File: src/rtl/core/rbd_pkg.sv
// ----------------------------------------------------------------------------
// rbd_pkg: shared types and constants of the ring buffer deque.
// Request, status and state codes, fixed payload widths and parameter defaults.
// ----------------------------------------------------------------------------
package rbd_pkg;

  // Parameter defaults.
  localparam int unsigned DepthDflt     = 16;
  localparam int unsigned DataWidthDflt = 32;

  // Fixed payload widths.
  localparam int unsigned ReqW  = 3;
  localparam int unsigned PosW  = 4;
  localparam int unsigned ItemW = 32;
  localparam int unsigned StatW = 2;
  localparam int unsigned FillW = 5;

  typedef enum logic [ReqW-1:0] {
    ReqPushBack  = 3'd0,
    ReqPushFront = 3'd1,
    ReqPopBack   = 3'd2,
    ReqPopFront  = 3'd3,
    ReqGet       = 3'd4,
    ReqSet       = 3'd5
  } req_type_e;

  typedef enum logic [StatW-1:0] {
    StatOk    = 2'd0,
    StatFull  = 2'd1,
    StatEmpty = 2'd2,
    StatRange = 2'd3
  } status_e;

  typedef enum logic {
    StIdle = 1'b0,
    StBusy = 1'b1
  } rbd_state_e;

endpackage

File: src/rtl/core/rbd_req_if.sv
// ----------------------------------------------------------------------------
// rbd_req_if: request channel of the ring buffer deque.
// Valid/ready handshake with operation code, logical position and data word.
// ----------------------------------------------------------------------------
interface rbd_req_if
  import rbd_pkg::*;
();
  logic             valid;
  logic             ready;
  logic [ReqW-1:0]  req_type;
  logic [PosW-1:0]  position;
  logic [ItemW-1:0] item_value;

  modport source (output valid, output req_type, output position, output item_value,
                  input ready);
  modport sink   (input valid, input req_type, input position, input item_value,
                  output ready);
endinterface

File: src/rtl/core/rbd_rsp_if.sv
// ----------------------------------------------------------------------------
// rbd_rsp_if: response channel of the ring buffer deque.
// Valid/ready handshake with returned word, status and fill count.
// ----------------------------------------------------------------------------
interface rbd_rsp_if
  import rbd_pkg::*;
();
  logic             valid;
  logic             ready;
  logic [ItemW-1:0] data_out;
  logic [StatW-1:0] status;
  logic [FillW-1:0] fill_count;

  modport source (output valid, output data_out, output status, output fill_count,
                  input ready);
  modport sink   (input valid, input data_out, input status, input fill_count,
                  output ready);
endinterface

File: src/rtl/core/ring_buffer_deque_unit.sv
// ----------------------------------------------------------------------------
// ring_buffer_deque_unit: fixed-capacity double-ended queue in a ring RAM.
// Push and pop at both ends, read and replace at a logical position.
// ----------------------------------------------------------------------------
//
//   channel  dir  handshake          payload
//   -------  ---  -----------------  ------------------------------------
//   req_i    in   valid/ready        req_type, position, item_value
//   rsp_o    out  valid/ready        data_out, status, fill_count
//
// Each request is accepted in the idle state, which issues the RAM read or
// the push write, and completes in the busy state, which picks up the
// registered read data of the entry RAM.
// Reset clears the head index, the entry count and all handshake state; the
// RAM contents are left as they are, since only written entries are read.
// A stalled response sits in the output register while the next request is
// taken; the completing request then waits in the busy state until the
// output register frees up.
// ----------------------------------------------------------------------------
module ring_buffer_deque_unit
  import rbd_pkg::*;
#(
  parameter int unsigned Depth     = DepthDflt,
  parameter int unsigned DataWidth = DataWidthDflt
) (
  input logic        clk_i,
  input logic        rst_ni,
  rbd_req_if.sink    req_i,
  rbd_rsp_if.source  rsp_o
);

  // Width of a RAM address, of the entry count and of the wrap-around sum.
  localparam int unsigned AddrW = (Depth > 1) ? $clog2(Depth) : 1;
  localparam int unsigned CntW  = $clog2(Depth + 1);
  localparam int unsigned SumW  = ((CntW > PosW) ? CntW : PosW) + 1;

  // Maps head plus an offset onto a RAM slot. Every caller keeps the sum
  // below twice the depth, so one compare and subtract does the modulo.
  function automatic logic [AddrW-1:0] wrap_slot(input logic [SumW-1:0] sum);
    logic [SumW-1:0] red;
    red = (sum >= SumW'(Depth)) ? (sum - SumW'(Depth)) : sum;
    return red[AddrW-1:0];
  endfunction

  // Control state.
  rbd_state_e       state_q, state_d;
  logic [AddrW-1:0] head_q, head_d;
  logic [CntW-1:0]  count_q, count_d;

  // Request waiting for its RAM read data.
  status_e          pend_status_q, pend_status_d;
  logic [FillW-1:0] pend_fill_q, pend_fill_d;
  logic             pend_use_q, pend_use_d;
  logic             pend_set_q, pend_set_d;
  logic [AddrW-1:0] pend_addr_q, pend_addr_d;
  logic [DataWidth-1:0] pend_val_q, pend_val_d;

  // Output register.
  logic             out_valid_q;
  logic [ItemW-1:0] out_data_q;
  status_e          out_status_q;
  logic [FillW-1:0] out_fill_q;

  // Handshake and RAM control.
  logic             accept;
  logic             finish;
  logic             acc_rd_en;
  logic [AddrW-1:0] acc_rd_addr;
  logic             acc_wr_en;
  logic [AddrW-1:0] acc_wr_addr;
  logic             ram_we;
  logic [AddrW-1:0] ram_waddr;
  logic [DataWidth-1:0] ram_wdata;
  logic [DataWidth-1:0] ram_rdata;
  logic [DataWidth-1:0] req_val;

  // Slot computations, all against the current head and count.
  logic             is_full;
  logic             is_empty;
  logic             pos_bad;
  logic [AddrW-1:0] slot_pos;
  logic [AddrW-1:0] slot_back;
  logic [AddrW-1:0] slot_last;
  logic [AddrW-1:0] head_dec;
  logic [AddrW-1:0] head_inc;

  assign accept = req_i.valid && req_i.ready;
  // The pending request completes once the output register is free or
  // is being emptied in this very cycle.
  assign finish = (state_q == StBusy) && (!out_valid_q || rsp_o.ready);

  assign req_val  = DataWidth'(req_i.item_value);
  assign is_full  = (count_q == CntW'(Depth));
  assign is_empty = (count_q == '0);
  assign pos_bad  = (SumW'(req_i.position) >= SumW'(count_q));

  assign slot_pos  = wrap_slot(SumW'(head_q) + SumW'(req_i.position));
  assign slot_back = wrap_slot(SumW'(head_q) + SumW'(count_q));
  assign slot_last = wrap_slot(SumW'(head_q) + SumW'(count_q) - SumW'(1));
  assign head_dec  = (head_q == '0) ? AddrW'(Depth - 1) : head_q - AddrW'(1);
  assign head_inc  = (head_q == AddrW'(Depth - 1)) ? '0 : head_q + AddrW'(1);

  // Request decode. Head and count move at accept time, since they never
  // depend on the stored words; only the returned word waits for the RAM.
  always_comb begin
    head_d        = head_q;
    count_d       = count_q;
    pend_status_d = StatOk;
    pend_use_d    = 1'b0;
    pend_set_d    = 1'b0;
    pend_addr_d   = slot_pos;
    pend_val_d    = req_val;
    acc_rd_en     = 1'b0;
    acc_rd_addr   = slot_pos;
    acc_wr_en     = 1'b0;
    acc_wr_addr   = slot_back;
    unique case (req_type_e'(req_i.req_type))
      ReqPushBack: begin
        if (is_full) begin
          pend_status_d = StatFull;
        end else begin
          acc_wr_en   = 1'b1;
          acc_wr_addr = slot_back;
          count_d     = count_q + CntW'(1);
        end
      end
      ReqPushFront: begin
        if (is_full) begin
          pend_status_d = StatFull;
        end else begin
          acc_wr_en   = 1'b1;
          acc_wr_addr = head_dec;
          head_d      = head_dec;
          count_d     = count_q + CntW'(1);
        end
      end
      ReqPopBack: begin
        if (is_empty) begin
          pend_status_d = StatEmpty;
        end else begin
          acc_rd_en   = 1'b1;
          acc_rd_addr = slot_last;
          pend_use_d  = 1'b1;
          count_d     = count_q - CntW'(1);
        end
      end
      ReqPopFront: begin
        if (is_empty) begin
          pend_status_d = StatEmpty;
        end else begin
          acc_rd_en   = 1'b1;
          acc_rd_addr = head_q;
          pend_use_d  = 1'b1;
          head_d      = head_inc;
          count_d     = count_q - CntW'(1);
        end
      end
      ReqGet: begin
        if (pos_bad) begin
          pend_status_d = StatRange;
        end else begin
          acc_rd_en  = 1'b1;
          pend_use_d = 1'b1;
        end
      end
      ReqSet: begin
        // The old word is read now and the new one written back when the request
        // finishes, so no read ever meets a write to the same slot.
        if (pos_bad) begin
          pend_status_d = StatRange;
        end else begin
          acc_rd_en  = 1'b1;
          pend_use_d = 1'b1;
          pend_set_d = 1'b1;
        end
      end
      default: begin
        // Unused codes change nothing and report the current count.
      end
    endcase
    pend_fill_d = FillW'(count_d);
  end

  // Next state.
  always_comb begin
    state_d = state_q;
    unique case (state_q)
      StIdle: begin
        if (accept) begin
          state_d = StBusy;
        end
      end
      StBusy: begin
        if (finish) begin
          state_d = StIdle;
        end
      end
      default: begin
        state_d = StIdle;
      end
    endcase
  end

  // State outputs: request ready and the RAM write port. Push writes
  // happen in the accept cycle and set writes in the finish cycle, which
  // lie in different states and never collide.
  always_comb begin
    req_i.ready = 1'b0;
    ram_we      = 1'b0;
    ram_waddr   = acc_wr_addr;
    ram_wdata   = req_val;
    unique case (state_q)
      StIdle: begin
        req_i.ready = 1'b1;
        ram_we      = req_i.valid && acc_wr_en;
      end
      StBusy: begin
        ram_we    = finish && pend_set_q;
        ram_waddr = pend_addr_q;
        ram_wdata = pend_val_q;
      end
      default: begin
        req_i.ready = 1'b0;
      end
    endcase
  end

  rbd_ram #(
    .Width (DataWidth),
    .Depth (Depth)
  ) u_entry_ram (
    .clk_i   (clk_i),
    .we_i    (ram_we),
    .waddr_i (ram_waddr),
    .wdata_i (ram_wdata),
    .re_i    (accept && acc_rd_en),
    .raddr_i (acc_rd_addr),
    .rdata_o (ram_rdata)
  );

  // Control registers.
  always_ff @(posedge clk_i or negedge rst_ni) begin
    if (!rst_ni) begin
      state_q     <= StIdle;
      head_q      <= '0;
      count_q     <= '0;
      pend_set_q  <= 1'b0;
      out_valid_q <= 1'b0;
    end else begin
      state_q <= state_d;
      if (accept) begin
        head_q     <= head_d;
        count_q    <= count_d;
        pend_set_q <= pend_set_d;
      end
      if (finish) begin
        out_valid_q <= 1'b1;
      end else if (rsp_o.ready) begin
        out_valid_q <= 1'b0;
      end
    end
  end

  // Payload registers.
  always_ff @(posedge clk_i) begin
    if (accept) begin
      pend_status_q <= pend_status_d;
      pend_fill_q   <= pend_fill_d;
      pend_use_q    <= pend_use_d;
      pend_addr_q   <= pend_addr_d;
      pend_val_q    <= pend_val_d;
    end
    if (finish) begin
      out_data_q   <= pend_use_q ? ItemW'(ram_rdata) : '0;
      out_status_q <= pend_status_q;
      out_fill_q   <= pend_fill_q;
    end
  end

  assign rsp_o.valid      = out_valid_q;
  assign rsp_o.data_out   = out_data_q;
  assign rsp_o.status     = out_status_q;
  assign rsp_o.fill_count = out_fill_q;

endmodule

File: src/rtl/core/rbd_ram.sv
// ----------------------------------------------------------------------------
// rbd_ram: generic simple dual-port RAM.
// One write port and one read port with registered read data.
// ----------------------------------------------------------------------------
module rbd_ram #(
  parameter int unsigned Width = 32,
  parameter int unsigned Depth = 16,
  localparam int unsigned AddrW = (Depth > 1) ? $clog2(Depth) : 1
) (
  input  logic             clk_i,
  input  logic             we_i,
  input  logic [AddrW-1:0] waddr_i,
  input  logic [Width-1:0] wdata_i,
  input  logic             re_i,
  input  logic [AddrW-1:0] raddr_i,
  output logic [Width-1:0] rdata_o
);

  logic [Width-1:0] mem_q [Depth];
  logic [Width-1:0] rdata_q;

  always_ff @(posedge clk_i) begin
    if (we_i) begin
      mem_q[waddr_i] <= wdata_i;
    end
    if (re_i) begin
      rdata_q <= mem_q[raddr_i];
    end
  end

  assign rdata_o = rdata_q;

endmodule
File: src/flat_wrapper.sv
// flat-port wrapper written by rule: the top's interface ports become plain ports
module ring_buffer_deque_unit_flat import rbd_pkg::*;
#(
  parameter int unsigned Depth     = DepthDflt,
  parameter int unsigned DataWidth = DataWidthDflt
)
  (clk_i, rst_ni, req_i_valid, req_i_req_type, req_i_position, req_i_item_value, req_i_ready, rsp_o_valid, rsp_o_data_out, rsp_o_status, rsp_o_fill_count, rsp_o_ready);
  rbd_req_if req_i_i ();
  rbd_rsp_if rsp_o_i ();
  input logic clk_i;
  input logic rst_ni;
  input wire logic [$bits(req_i_i.valid)-1:0] req_i_valid;
  input wire logic [$bits(req_i_i.req_type)-1:0] req_i_req_type;
  input wire logic [$bits(req_i_i.position)-1:0] req_i_position;
  input wire logic [$bits(req_i_i.item_value)-1:0] req_i_item_value;
  output wire logic [$bits(req_i_i.ready)-1:0] req_i_ready;
  output wire logic [$bits(rsp_o_i.valid)-1:0] rsp_o_valid;
  output wire logic [$bits(rsp_o_i.data_out)-1:0] rsp_o_data_out;
  output wire logic [$bits(rsp_o_i.status)-1:0] rsp_o_status;
  output wire logic [$bits(rsp_o_i.fill_count)-1:0] rsp_o_fill_count;
  input wire logic [$bits(rsp_o_i.ready)-1:0] rsp_o_ready;
  assign req_i_i.valid = req_i_valid;
  assign req_i_i.req_type = req_i_req_type;
  assign req_i_i.position = req_i_position;
  assign req_i_i.item_value = req_i_item_value;
  assign req_i_ready = req_i_i.ready;
  assign rsp_o_valid = rsp_o_i.valid;
  assign rsp_o_data_out = rsp_o_i.data_out;
  assign rsp_o_status = rsp_o_i.status;
  assign rsp_o_fill_count = rsp_o_i.fill_count;
  assign rsp_o_i.ready = rsp_o_ready;
  ring_buffer_deque_unit #(.Depth(Depth), .DataWidth(DataWidth)) u_core (.clk_i(clk_i), .rst_ni(rst_ni), .req_i(req_i_i), .rsp_o(rsp_o_i));
endmodule
File: config.mk
export PLATFORM = sky130hd
export DESIGN_NAME = ring_buffer_deque_unit_flat
export DESIGN_NICKNAME = d
export VERILOG_FILES = /design/src/rtl/core/rbd_pkg.sv /design/src/rtl/core/rbd_req_if.sv /design/src/rtl/core/rbd_rsp_if.sv /design/src/rtl/core/ring_buffer_deque_unit.sv /design/src/rtl/core/rbd_ram.sv /design/src/flat_wrapper.sv
export SDC_FILE = /design/constraint.sdc
export NUM_CORES = 1
export LEC_CHECK = 0
export ABC_AREA = 1
export BUFFER_PORTS_ARGS = -buffer_cell sky130_fd_sc_hd__buf_2
export CAP_MARGIN = 40
export CELL_PAD_IN_SITES_DETAIL_PLACEMENT = 1
export CELL_PAD_IN_SITES_GLOBAL_PLACEMENT = 1
export CORE_ASPECT_RATIO = 1.1
export CORE_MARGIN = 1
export CORE_UTILIZATION = 54
export CTS_CLUSTER_DIAMETER = 100
export DETAILED_ROUTE_END_ITERATION = 7
export GPL_TIMING_DRIVEN = 0
export PLACE_DENSITY_LB_ADDON = 0.12
export SLEW_MARGIN = 30
export SYNTH_ARGS = -nofsm -noshare
export SYNTH_HDL_FRONTEND = slang
export SYNTH_SLANG_ARGS = --single-unit
File: constraint.sdc
create_clock -name clk_i -period 7.4 [get_ports clk_i]
set_input_delay 1.85 -clock clk_i [delete_from_list [all_inputs] [get_ports clk_i]]
set_output_delay 1.85 -clock clk_i [all_outputs]
set_load 0.005 [all_outputs]
## Word-level counts from Yosys, hierarchy flattened

Memory sizes are Yosys's and may differ from the RTL's. A register that Yosys moved wholly into a read port is not among the register bits.
Index checks and enable logic that the tools add are counted.

| operators by class | value |
|---|---|
| bitwise operators | 1 |
| mux-type cells | 37 |
| reduce and logical (&&, ||, !) cells | 16 |
| $add $sub $neg | 10 |
| order comparisons | 4 |
| equality and inequality tests | 9 |

Operators with widths:

| cell | number |
|---|---|
| $mux 4 | 12 |
| $mux 32 | 1 |
| $pmux 4 s2 | 2 |
| $sub 4x1->4 const B | 4 |
| $mux 1 | 13 |
| $ge 6x5->1 const B | 2 |
| $mux 5 | 2 |
| $pmux 5 s2 | 1 |
| $add 4x5->6 | 1 |
| $eq 3x2->1 const B | 2 |
| $eq 3x3->1 const B | 2 |
| $pmux 1 s2 | 3 |
| $pmux 2 s3 | 1 |
| $reduce_or 2->1 | 3 |
| $sub 6x1->6 const B | 1 |
| $add 4x4->5 | 1 |
| $add 5x1->5 const B | 1 |
| $eq 5x5->1 const B | 1 |
| $ge 4x5->1 | 1 |
| $ge 5x5->1 const B | 1 |
| $logic_and 1x1->1 | 5 |
| $logic_not 5->1 | 1 |
| $sub 5x1->5 const B | 1 |
| $add 4x1->4 const B | 1 |
| other kinds (11) | 14 |

| word-level totals | value |
|---|---|
| logic and storage cells | 91 |
| input port bits | 43 |
| flip-flop bits (word level) | 95 |
| bits in writable memories | 512 |
| memories kept | 1 |

Memories:

| memory | depth | width | read ports | clocked after memory_dff | write ports | RTL line | source |
|---|---|---|---|---|---|---|---|
| u_core.u_entry_ram.mem_q | 16 | 32 | 1 | 1 | 1 | rbd_ram.sv:19 | `logic [Width-1:0] mem_q [Depth];` |

## Longest topological paths before layout

Gate-level depths: netlist of run 1.

| logic depth | value |
|---|---|
| depth in word-level cells | 7 |
| depth in mapped cells | 15 |
| depth with buffers taken out | 13 |

## Hierarchy

Synthesis of run 1 repeated with hierarchy kept, for this count alone.

| second synthesis, totals | value |
|---|---|
| cell total of the unflattened synthesis | 2610 |
| area total of the unflattened synthesis | 27804.2 um^2 |

By module, submodules not included:

| module | times used | cells an instance | area an instance (um^2) |
|---|---|---|---|
| rbd_ram | 1 | 2120 | 23050.9 |
| ring_buffer_deque_unit | 1 | 490 | 4753.3 |

## Worst setup path after synthesis of run 1

Ideal clock, no wire load.

| timing | value |
|---|---|
| kind | input port to flip-flop |
| start | input req_i_position[2] |
| end | register u_core.u_entry_ram.rdata_q[0], in the netlist u_core.u_entry_ram.rdata_o[0], read port of u_core.u_entry_ram.mem_q (enable) |
| arrival | 4368 ps |
| cell stages on the path | 6 |
| path slack | 2600 ps |
| library setup time | 432 ps |
| cells stage by stage | ha_1 > a21o_1 > a22o_1 > nor3_1 > nand3_1 > a21oi_1 |

| on the way | value |
|---|---|
| elaborated cells between the ends (all ways) | 11 |
| those cells by class | add/sub: 2; order compare: 2; mux: 6; reduce/logical: 1 |

RTL lines:

| what | RTL line | source |
|---|---|---|
| start: declaration | flat_wrapper.sv:14 | `input wire logic [$bits(req_i_i.position)-1:0] req_i_position;` |
| $ge 4x5->1 | ring_buffer_deque_unit.sv:95 | `assign pos_bad = (SumW'(req_i.position) >= SumW'(count_q));` |
| $mux 1 | ring_buffer_deque_unit.sv:159, ring_buffer_deque_unit.sv:169 |  |
| $pmux 1 s2 | ring_buffer_deque_unit.sv:117 | `unique case (req_type_e'(req_i.req_type))` |
| $logic_and 1x1->1 | ring_buffer_deque_unit.sv:236 | `.re_i (accept && acc_rd_en),` |
| named net u_core.u_entry_ram.re_i | rbd_ram.sv:14 | `input logic re_i,` |
| end: declaration | rbd_ram.sv:20 | `logic [Width-1:0] rdata_q;` |

The timed path passes the listed nets, and every way through them passes these cells.
A chain may end at the register's enable or synchronous reset.

## Final worst setup path of run 1

| timing | value |
|---|---|
| start | register u_core.state_q |
| end | output req_i_ready |

| on the way | value |
|---|---|
| word-level cells in the longest chain between the ends | 1 |

Ends and longest elaborated chain:

| what | RTL line | source |
|---|---|---|
| start: declaration | ring_buffer_deque_unit.sv:46 | `rbd_state_e state_q, state_d;` |
| start signal: assignment | ring_buffer_deque_unit.sv:244 | `state_q <= StIdle;` |
| start signal: assignment | ring_buffer_deque_unit.sv:250 | `state_q <= state_d;` |
| $mux 1 | ring_buffer_deque_unit.sv:212 | `unique case (state_q)` |
| end: declaration | flat_wrapper.sv:16 | `output wire logic [$bits(req_i_i.ready)-1:0] req_i_ready;` |

Every way passes these cells.

==> results.txt, run 1 <==
Avg WL per Cell - 27.0 um
DR iter-0 viols - 2,331
fin crit period - 4.71 ns
Clk pwr share - 23.9%
CTS Buf Count - 66
CP delay by family, top - buffers and inverters
Resize count post-CTS - 0
Seq/Total Area, Yosys - 68.9%
# diodes - 0
relative slew slack - 44.3%
Max stage delay on crit path - 0.61 ns
clk slew on worst S/H paths - 0.07 ns
pin count of the biggest net entering global routing - 35
CTS tree - done
initial antenna violation count - 0
vias in the first global route - 22,700
Max VDD drop - 0.254 mV
Rows - 86
EDFF count, synth - 627
grt ovf - 0
Hold Path Class - flip-flop to flip-flop
area growth from synthesis to layout - 15.4%
flops & latches, synth - 639
antenna-violating nets left - 0
Worst Tran Pin Value - 0.835 ns
Most common cell on crit path - clkbuf_1
routability cong. - 0.867
Max Cap Viol - 0
slowest stage cell, crit path - clkbuf_1
Synth Cell Area - 27,800 sq um
layout cell share with drive strength beyond 1 - 12.9%
CTS Hold Bufs - 0
H-tree depth - 3
fmax - 212 MHz
fin crit share - 63.7%
final hold violations - 0
final wirelength - 93,500 um
Die W - 218 um
DIE HEIGHT - 240 um
# IOs - 84
worst path cell trace - clkbuf_1 -> inv_1 -> clkbuf_1 -> clkbuf_1 -> buf_2
ys flop type - edfxtp_1
switching share of power - 42.5%
Async SR Flop Fraction - 1.88%
Core Util, Final - 63.5%
FILL cells - 5,277
RSZ-0062 raised after global routing - no
# port buffers - 82
CTS root buffer - clkbuf_16
combinational share of power - 42.9%
core area - 50,500 sq um
buffers and inverters on the worst path - 5
cell-internal power - 7.89 mW
Worst setup SP type - flip-flop
first-pass GRT wire length - 138,000 um
Clock Path Buffers - 3
design area - 32,000 sq um
Critical Path AT - 2.86 ns
Final Setup Violations - 0
Final Max Slew Viols - 0
worst-path fanout max - 10
final HPWL from detailed placement - 62,900 um
type of destination of the critical path - output port
Cells after Synth - 2,577
Required @ worst endpoint - 5.55 ns
drt drc - 0
DR pass1 iterations - 6
post-CTS setup buffer count - 0
overall global routing resource usage - 36.7%
DR vias/cell - 6.05
critical path type - flip-flop to output port
Sequential Power Share - 33.2%
Ys Warns - 0
outcome - complete, no violations
pwr/cell area - 428 nW/um^2
Starting Density - 55.0%
Setup Skew - 0.0227 ns
area of the die - 52,300 sq um
Via Count - 21,000
clk sinks - 639
worst skew pair latency - 0.62 ns
Avg Cell Area, Syn - 10.8 sq um
Leak - 13.5 nW
TNS Setup - 0 ns
Placed Instance Area - 30,000 sq um
nets@finish - 2,821
NetSw - 5.83 mW
library cells used by synthesis - 39
syn_nets - 2,638
-- per-layer routing --
| layer | part of all wire, % | vias to the layer above | routed length [um] | global-route usage [%] |
|---|---|---|---|---|
| met5 | 0 | - | 0 | 0 |
| met4 | 5.6 | 0 | 5260 | 20.7 |
| met3 | 8.2 | 316 | 7670 | 6.26 |
| met2 | 50 | 1145 | 47000 | 62.9 |
| met1 | 36 | 10500 | 33600 | 43.7 |
| li1 | - | 9028 | - | - |
-- final cells by class --
type | count | area (sq um) | share of cell area [%]
multi-input cells | 1459 | 6740 | 21.0
plain buffers | 148 | 779 | 2.43
clock inverters | 29 | 233 | 0.727
well taps | 660 | 826 | 2.58
flip-flops and latches | 639 | 19100 | 59.7
inverters | 331 | 1250 | 3.89
repair buffers | 115 | 1230 | 3.84
clock buffers | 88 | 1840 | 5.75
-- placed cells by master (no fill, tap or decap), types with 2 or more instances in the layout --
| master | Yosys | final |
|---|---|---|
| bufinv_16 | 0 | 4 |
| xor2_1 | 6 | 6 |
| clkbuf_16 | 0 | 71 |
| buf_6 | 3 | 5 |
| nand4_1 | 5 | 5 |
| fa_1 | 2 | 2 |
| clkbuf_1 | 19 | 36 |
| nand2_4 | 2 | 2 |
| buf_16 | 0 | 25 |
| o21ai_0 | 16 | 16 |
| buf_12 | 0 | 4 |
| o211ai_1 | 2 | 2 |
| buf_2 | 107 | 189 |
| inv_1 | 322 | 321 |
| nand3_1 | 601 | 601 |
| inv_2 | 8 | 8 |
| clkinv_2 | 0 | 4 |
| o22ai_1 | 2 | 2 |
| buf_4 | 17 | 17 |
| ha_1 | 16 | 16 |
| nand3b_1 | 2 | 2 |
| nand2_1 | 737 | 737 |
| o21ai_1 | 2 | 2 |
| nor2_1 | 34 | 18 |
| nor2_4 | 2 | 18 |
| buf_8 | 0 | 2 |
| edfxtp_1 | 627 | 627 |
| nor3_1 | 4 | 4 |
| nand2_2 | 3 | 3 |
| xnor2_1 | 6 | 6 |
| a21oi_1 | 7 | 6 |
| dfrtp_1 | 12 | 12 |
| clkinv_1 | 1 | 19 |
| inv_6 | 0 | 2 |
-- worst reg2reg max path, delay by kind of cell, from the launching register on --
kind            cells  cell delay (ns)
simple gates        6             0.77
buf+inv             2             0.77
fa+ha+maj           2             0.71
compound gates      1             0.59
flops               1             0.49
xor+xnor            1             0.26
-- cells in the mapped netlist (3+ instances only) --
library cell  number  area share (%)
buf_4             17            0.46
ha_1              16            0.72
xor2_1             6            0.19
nand2_2            3           0.068
buf_2            107             1.9
o21ai_0           16            0.29
nand3_1          601              11
edfxtp_1         627              68
xnor2_1            6            0.19
nand2_1          737              10
inv_1            322             4.4
nand4_1            5            0.11
nor2_1            34            0.46
nor3_1             4           0.072
dfrtp_1           12             1.1
a21oi_1            7            0.13
inv_2              8            0.11
buf_6              3            0.12
clkbuf_1          19            0.26
-- metrics by stage --
stage	hold slack, ns	instances	power [mW]	worst slack, ns
floorplan	0.400	2577	7.92	2.60
global placement	0.406	3319	9.84	0.507
detailed placement	0.405	3352	10.3	2.39
CTS	0.418	3469	13.6	2.72
global route	0.432	3469	14.2	2.64
finish	0.412	3469	13.7	2.69
-- power groups by stage --
| stage | Clock, mW | Combinational (mW) | Sequential [mW] |
|---|---|---|---|
| 5_1_grt | 3.40 | 6.25 | 4.57 |
| 6_report | 3.28 | 5.89 | 4.55 |
| 3_3_place_gp | 0 | 5.22 | 4.62 |
| 2_1_floorplan | 0 | 3.33 | 4.59 |
| 3_5_place_dp | 0 | 5.65 | 4.62 |
| 4_1_cts | 3.29 | 5.76 | 4.55 |
-- worst paths after layout --
kind                       cells past startpoint  slack (ns)                              to             startpoint
max reg2reg                                   12        3.64  u_core.u_entry_ram.rdata_o[12]      u_core.count_q[0]
min reg2reg                                    0        0.41      u_core.rsp_o.fill_count[0]  u_core.pend_fill_q[0]
min                                            0        0.41      u_core.rsp_o.fill_count[0]  u_core.pend_fill_q[0]
max in group asynchronous                      1        6.03               u_core.pend_set_q                 rst_ni
max                                            5        2.69                     req_i_ready         u_core.state_q
min in group asynchronous                      1        1.12               u_core.count_q[4]                 rst_ni
-- cells by family (layout without fill, tap and decap cells) --
family / Yosys count / in the layout / share of synthesized area, %
compound gates: 37 / 37 / 0.775
xor+xnor: 12 / 12 / 0.379
fa+ha+maj: 18 / 18 / 0.865
buf+inv: 479 / 711 / 7.28
flops: 639 / 639 / 68.9
simple gates: 1392 / 1392 / 21.8
-- sequential cells by signal (all words and copies together), names as in the netlist, 2 cells and up --
signal,count
u_core.pend_addr_q,4
u_core.head_q,4
u_core.rsp_o.fill_count,5
u_core.u_entry_ram.mem_q,512
u_core.pend_fill_q,5
u_core.u_entry_ram.rdata_o,32
u_core.pend_status_q,2
u_core.rsp_o.data_out,32
u_core.rsp_o.status,2
u_core.count_q,5
u_core.pend_val_q,32
Note: power is estimated with default switching activity, not from simulation.
==> run 2, diff against run 1 <==
--- a/config.mk
+++ b/config.mk
@@ -12,7 +12,7 @@
 export CELL_PAD_IN_SITES_GLOBAL_PLACEMENT = 1
 export CORE_ASPECT_RATIO = 1.1
 export CORE_MARGIN = 1
-export CORE_UTILIZATION = 54
+export CORE_UTILIZATION = 45
 export CTS_CLUSTER_DIAMETER = 100
 export DETAILED_ROUTE_END_ITERATION = 7
 export GPL_TIMING_DRIVEN = 0
==> constraint.sdc (replaced) <==
create_clock -name clk_i -period 4.24 [get_ports clk_i]
set_input_delay 1.06 -clock clk_i [delete_from_list [all_inputs] [get_ports clk_i]]
set_output_delay 1.06 -clock clk_i [all_outputs]
set_load 0.005 [all_outputs]
==> results.txt, run 2 (synthesis results as in run 1) <==
outcome - complete, no violations
RSZ-0062 raised after global routing - no
Final Setup Violations - 0 (unchanged)
first-pass GRT wire length - 133,000 um (-3.8%)
# IOs - 84 (unchanged)
fmax - 268 MHz
DR iter-0 viols - 1,672 (-28%)
gr busiest metal - met2
GR Layer Usage met3 - 3.99% (-2.3 points)
worst-path fanout max - 10 (unchanged)
Hold Path Class - primary input to async pin
slowest stage cell, crit path - clkbuf_1
max FFs per register - 512 (unchanged)
Max Cap Viol - 0 (unchanged)
fin crit share - 88.2%
met1 usage - 36.7% (-7.0 points)
DIE HEIGHT - 262 um (+9.5%)
Worst setup SP type - flip-flop
Top reg by flops - u_core.u_entry_ram.mem_q
type of destination of the critical path - flip-flop
multi-input logic area - 6740 sq um (unchanged)
Max stage delay on crit path - 0.57 ns (-0.04 ns)
Die W - 239 um (+9.5%)
CP Launch Point - u_core.head_q[0]
Tot Pwr - 24.1 mW (+76%)
CTS tree - done
Core Util, Final - 53.3% (-10 points)
Resize count post-CTS - 0 (unchanged)
Avg WL per Cell - 24.7 um (-8.5%)
Setup Skew - 0.0119 ns (-0.0108 ns)
nets@finish - 2,827 (+0.21%)
relative slew slack - 42.7% (-1.6 points)
drt drc - 0 (unchanged)
worst r2r src - u_core.head_q[0]
final wirelength - 89,900 um (-3.9%)
pin count of the biggest net entering global routing - 53 (+51%)
H-tree depth - 3 (unchanged)
area growth from synthesis to layout - 17.0%
Clock Path Buffers - 3 (unchanged)
CTS Buf Count - 69 (+4.5%)
Critical Path AT - 4.09 ns (+1.23 ns)
final HPWL from detailed placement - 61,400 um (-2.4%)
pwr/cell area - 742 nW/um^2 (+73%)
worst path cell trace - ha_1 -> fa_1 -> inv_1 -> ha_1 -> nand2_1 -> nand3_1 -> nand2_1 -> nand2_1 -> nand2_1 -> clkbuf_1 -> nand3_1 -> nand3_1 -> nand2_1
Post-Layout Cell Count - 3,644 (+5.0%)
Starting Density - 45.5% (-9.5 points)
Max VDD drop - 0.504 mV (+98%)
DR pass1 iterations - 5 (-1)
core area - 61,000 sq um (+21%)
CTS Hold Bufs - 0 (unchanged)
routability cong. - 0.848 (-2.2%)
Leak - 13.6 nW (+0.86%)
area of the die - 62,700 sq um (+20%)
fin crit period - 3.74 ns
worst skew pair latency - 0.61 ns (about the same)
Rows - 95 (+10%)
Via Count - 20,200 (-3.9%)
final hold violations - 0 (unchanged)
DR vias/cell - 5.54 (-8.5%)
FF+latch area - 19,100 sq um (unchanged)
placed insts - 3,518 (+5.0%)
Worst Tran Pin Value - 0.858 ns (+0.0226 ns)
Final Max Slew Viols - 0 (unchanged)
TNS Setup - 0 ns (unchanged)
FILL cells - 6,478 (+23%)
overall global routing resource usage - 29.2% (-7.5 points)
most common cell after layout, fill and taps aside - nand2_1
initial antenna violation count - 1 (+1)
# port buffers - 82 (unchanged)
Global Route met2 Usage - 49.8% (-13 points)
post-CTS setup buffer count - 0 (unchanged)
vias in the first global route - 21,400 (-5.8%)
Most common cell on crit path - nand2_1
CTS root buffer - clkbuf_16
Required @ worst endpoint - 4.59 ns (-0.96 ns)
grt ovf - 0 (unchanged)
most frequent cells in the layout - nand2_1 (737), edfxtp_1 (627), nand3_1 (601)
layout cell share with drive strength beyond 1 - 13.5% (+0.69 points)
critical path type - flip-flop to flip-flop
# diodes - 0 (unchanged)
antenna-violating nets left - 0 (unchanged)
clk sinks - 639 (unchanged)
clk slew on worst S/H paths - 0.06 ns (about the same)
==> run 2: worst max-delay path, delay by kind of cell, from the launching register on <==
family                   cells  cell delay [ns]
AND/OR/NAND/NOR              8             1.30
adder cells (fa/ha/maj)      3             1.01
buffers and inverters        2             0.63
flip-flops                   1             0.53
==> run 2: area by class of cell <==
class	instances	area share (%)
well taps	824	3.17
inverters	331	3.85
multi-input cells	1459	20.8
clock buffers	87	5.75
clock inverters	38	1.19
plain buffers	148	2.40
flip-flops and latches	639	58.9
repair buffers	118	3.98
==> run 2: final timing paths <==
| kind | to | slack (ns) | cells after the start |
|---|---|---|---|
| max | u_core.u_entry_ram.rdata_o[8] | 0.50 | 13 |
| min | u_core.count_q[4] | 0.34 | 1 |
| max reg2reg | u_core.u_entry_ram.rdata_o[8] | 0.50 | 13 |
| min reg2reg | u_core.rsp_o.fill_count[4] | 0.42 | 0 |
| max in group asynchronous | u_core.state_q | 3.65 | 1 |
| min in group clk_i | u_core.rsp_o.fill_count[4] | 0.42 | 0 |
==> run 2: through the flow <==
stage / hold WS [ns] / worst slack (ns) / area (sq um)
2_1_floorplan: 0.400 / 0.230 / 27800
3_3_place_gp: 0.411 / -2.13 / 29200
3_5_place_dp: 0.410 / 0.148 / 30200
4_1_cts: 0.321 / 0.499 / 32500
5_1_grt: 0.359 / 0.368 / 32500
6_report: 0.343 / 0.502 / 32500
==> run 2: metal layers <==
layer / part of all wire, % / up-vias
met4: 4.3 / 2
li1: - / 9047
met5: 0.018 / -
met3: 6.0 / 207
met1: 40 / 10200
met2: 50 / 750
==> run 2: where the power goes <==
group / total [mW] / internal, mW / switching, mW / leakage, nW
registers: 7.94 / 7.77 / 0.171 / 5.86
logic: 10.1 / 2.74 / 7.34 / 6.61
clock network: 6.09 / 3.56 / 2.53 / 1.09
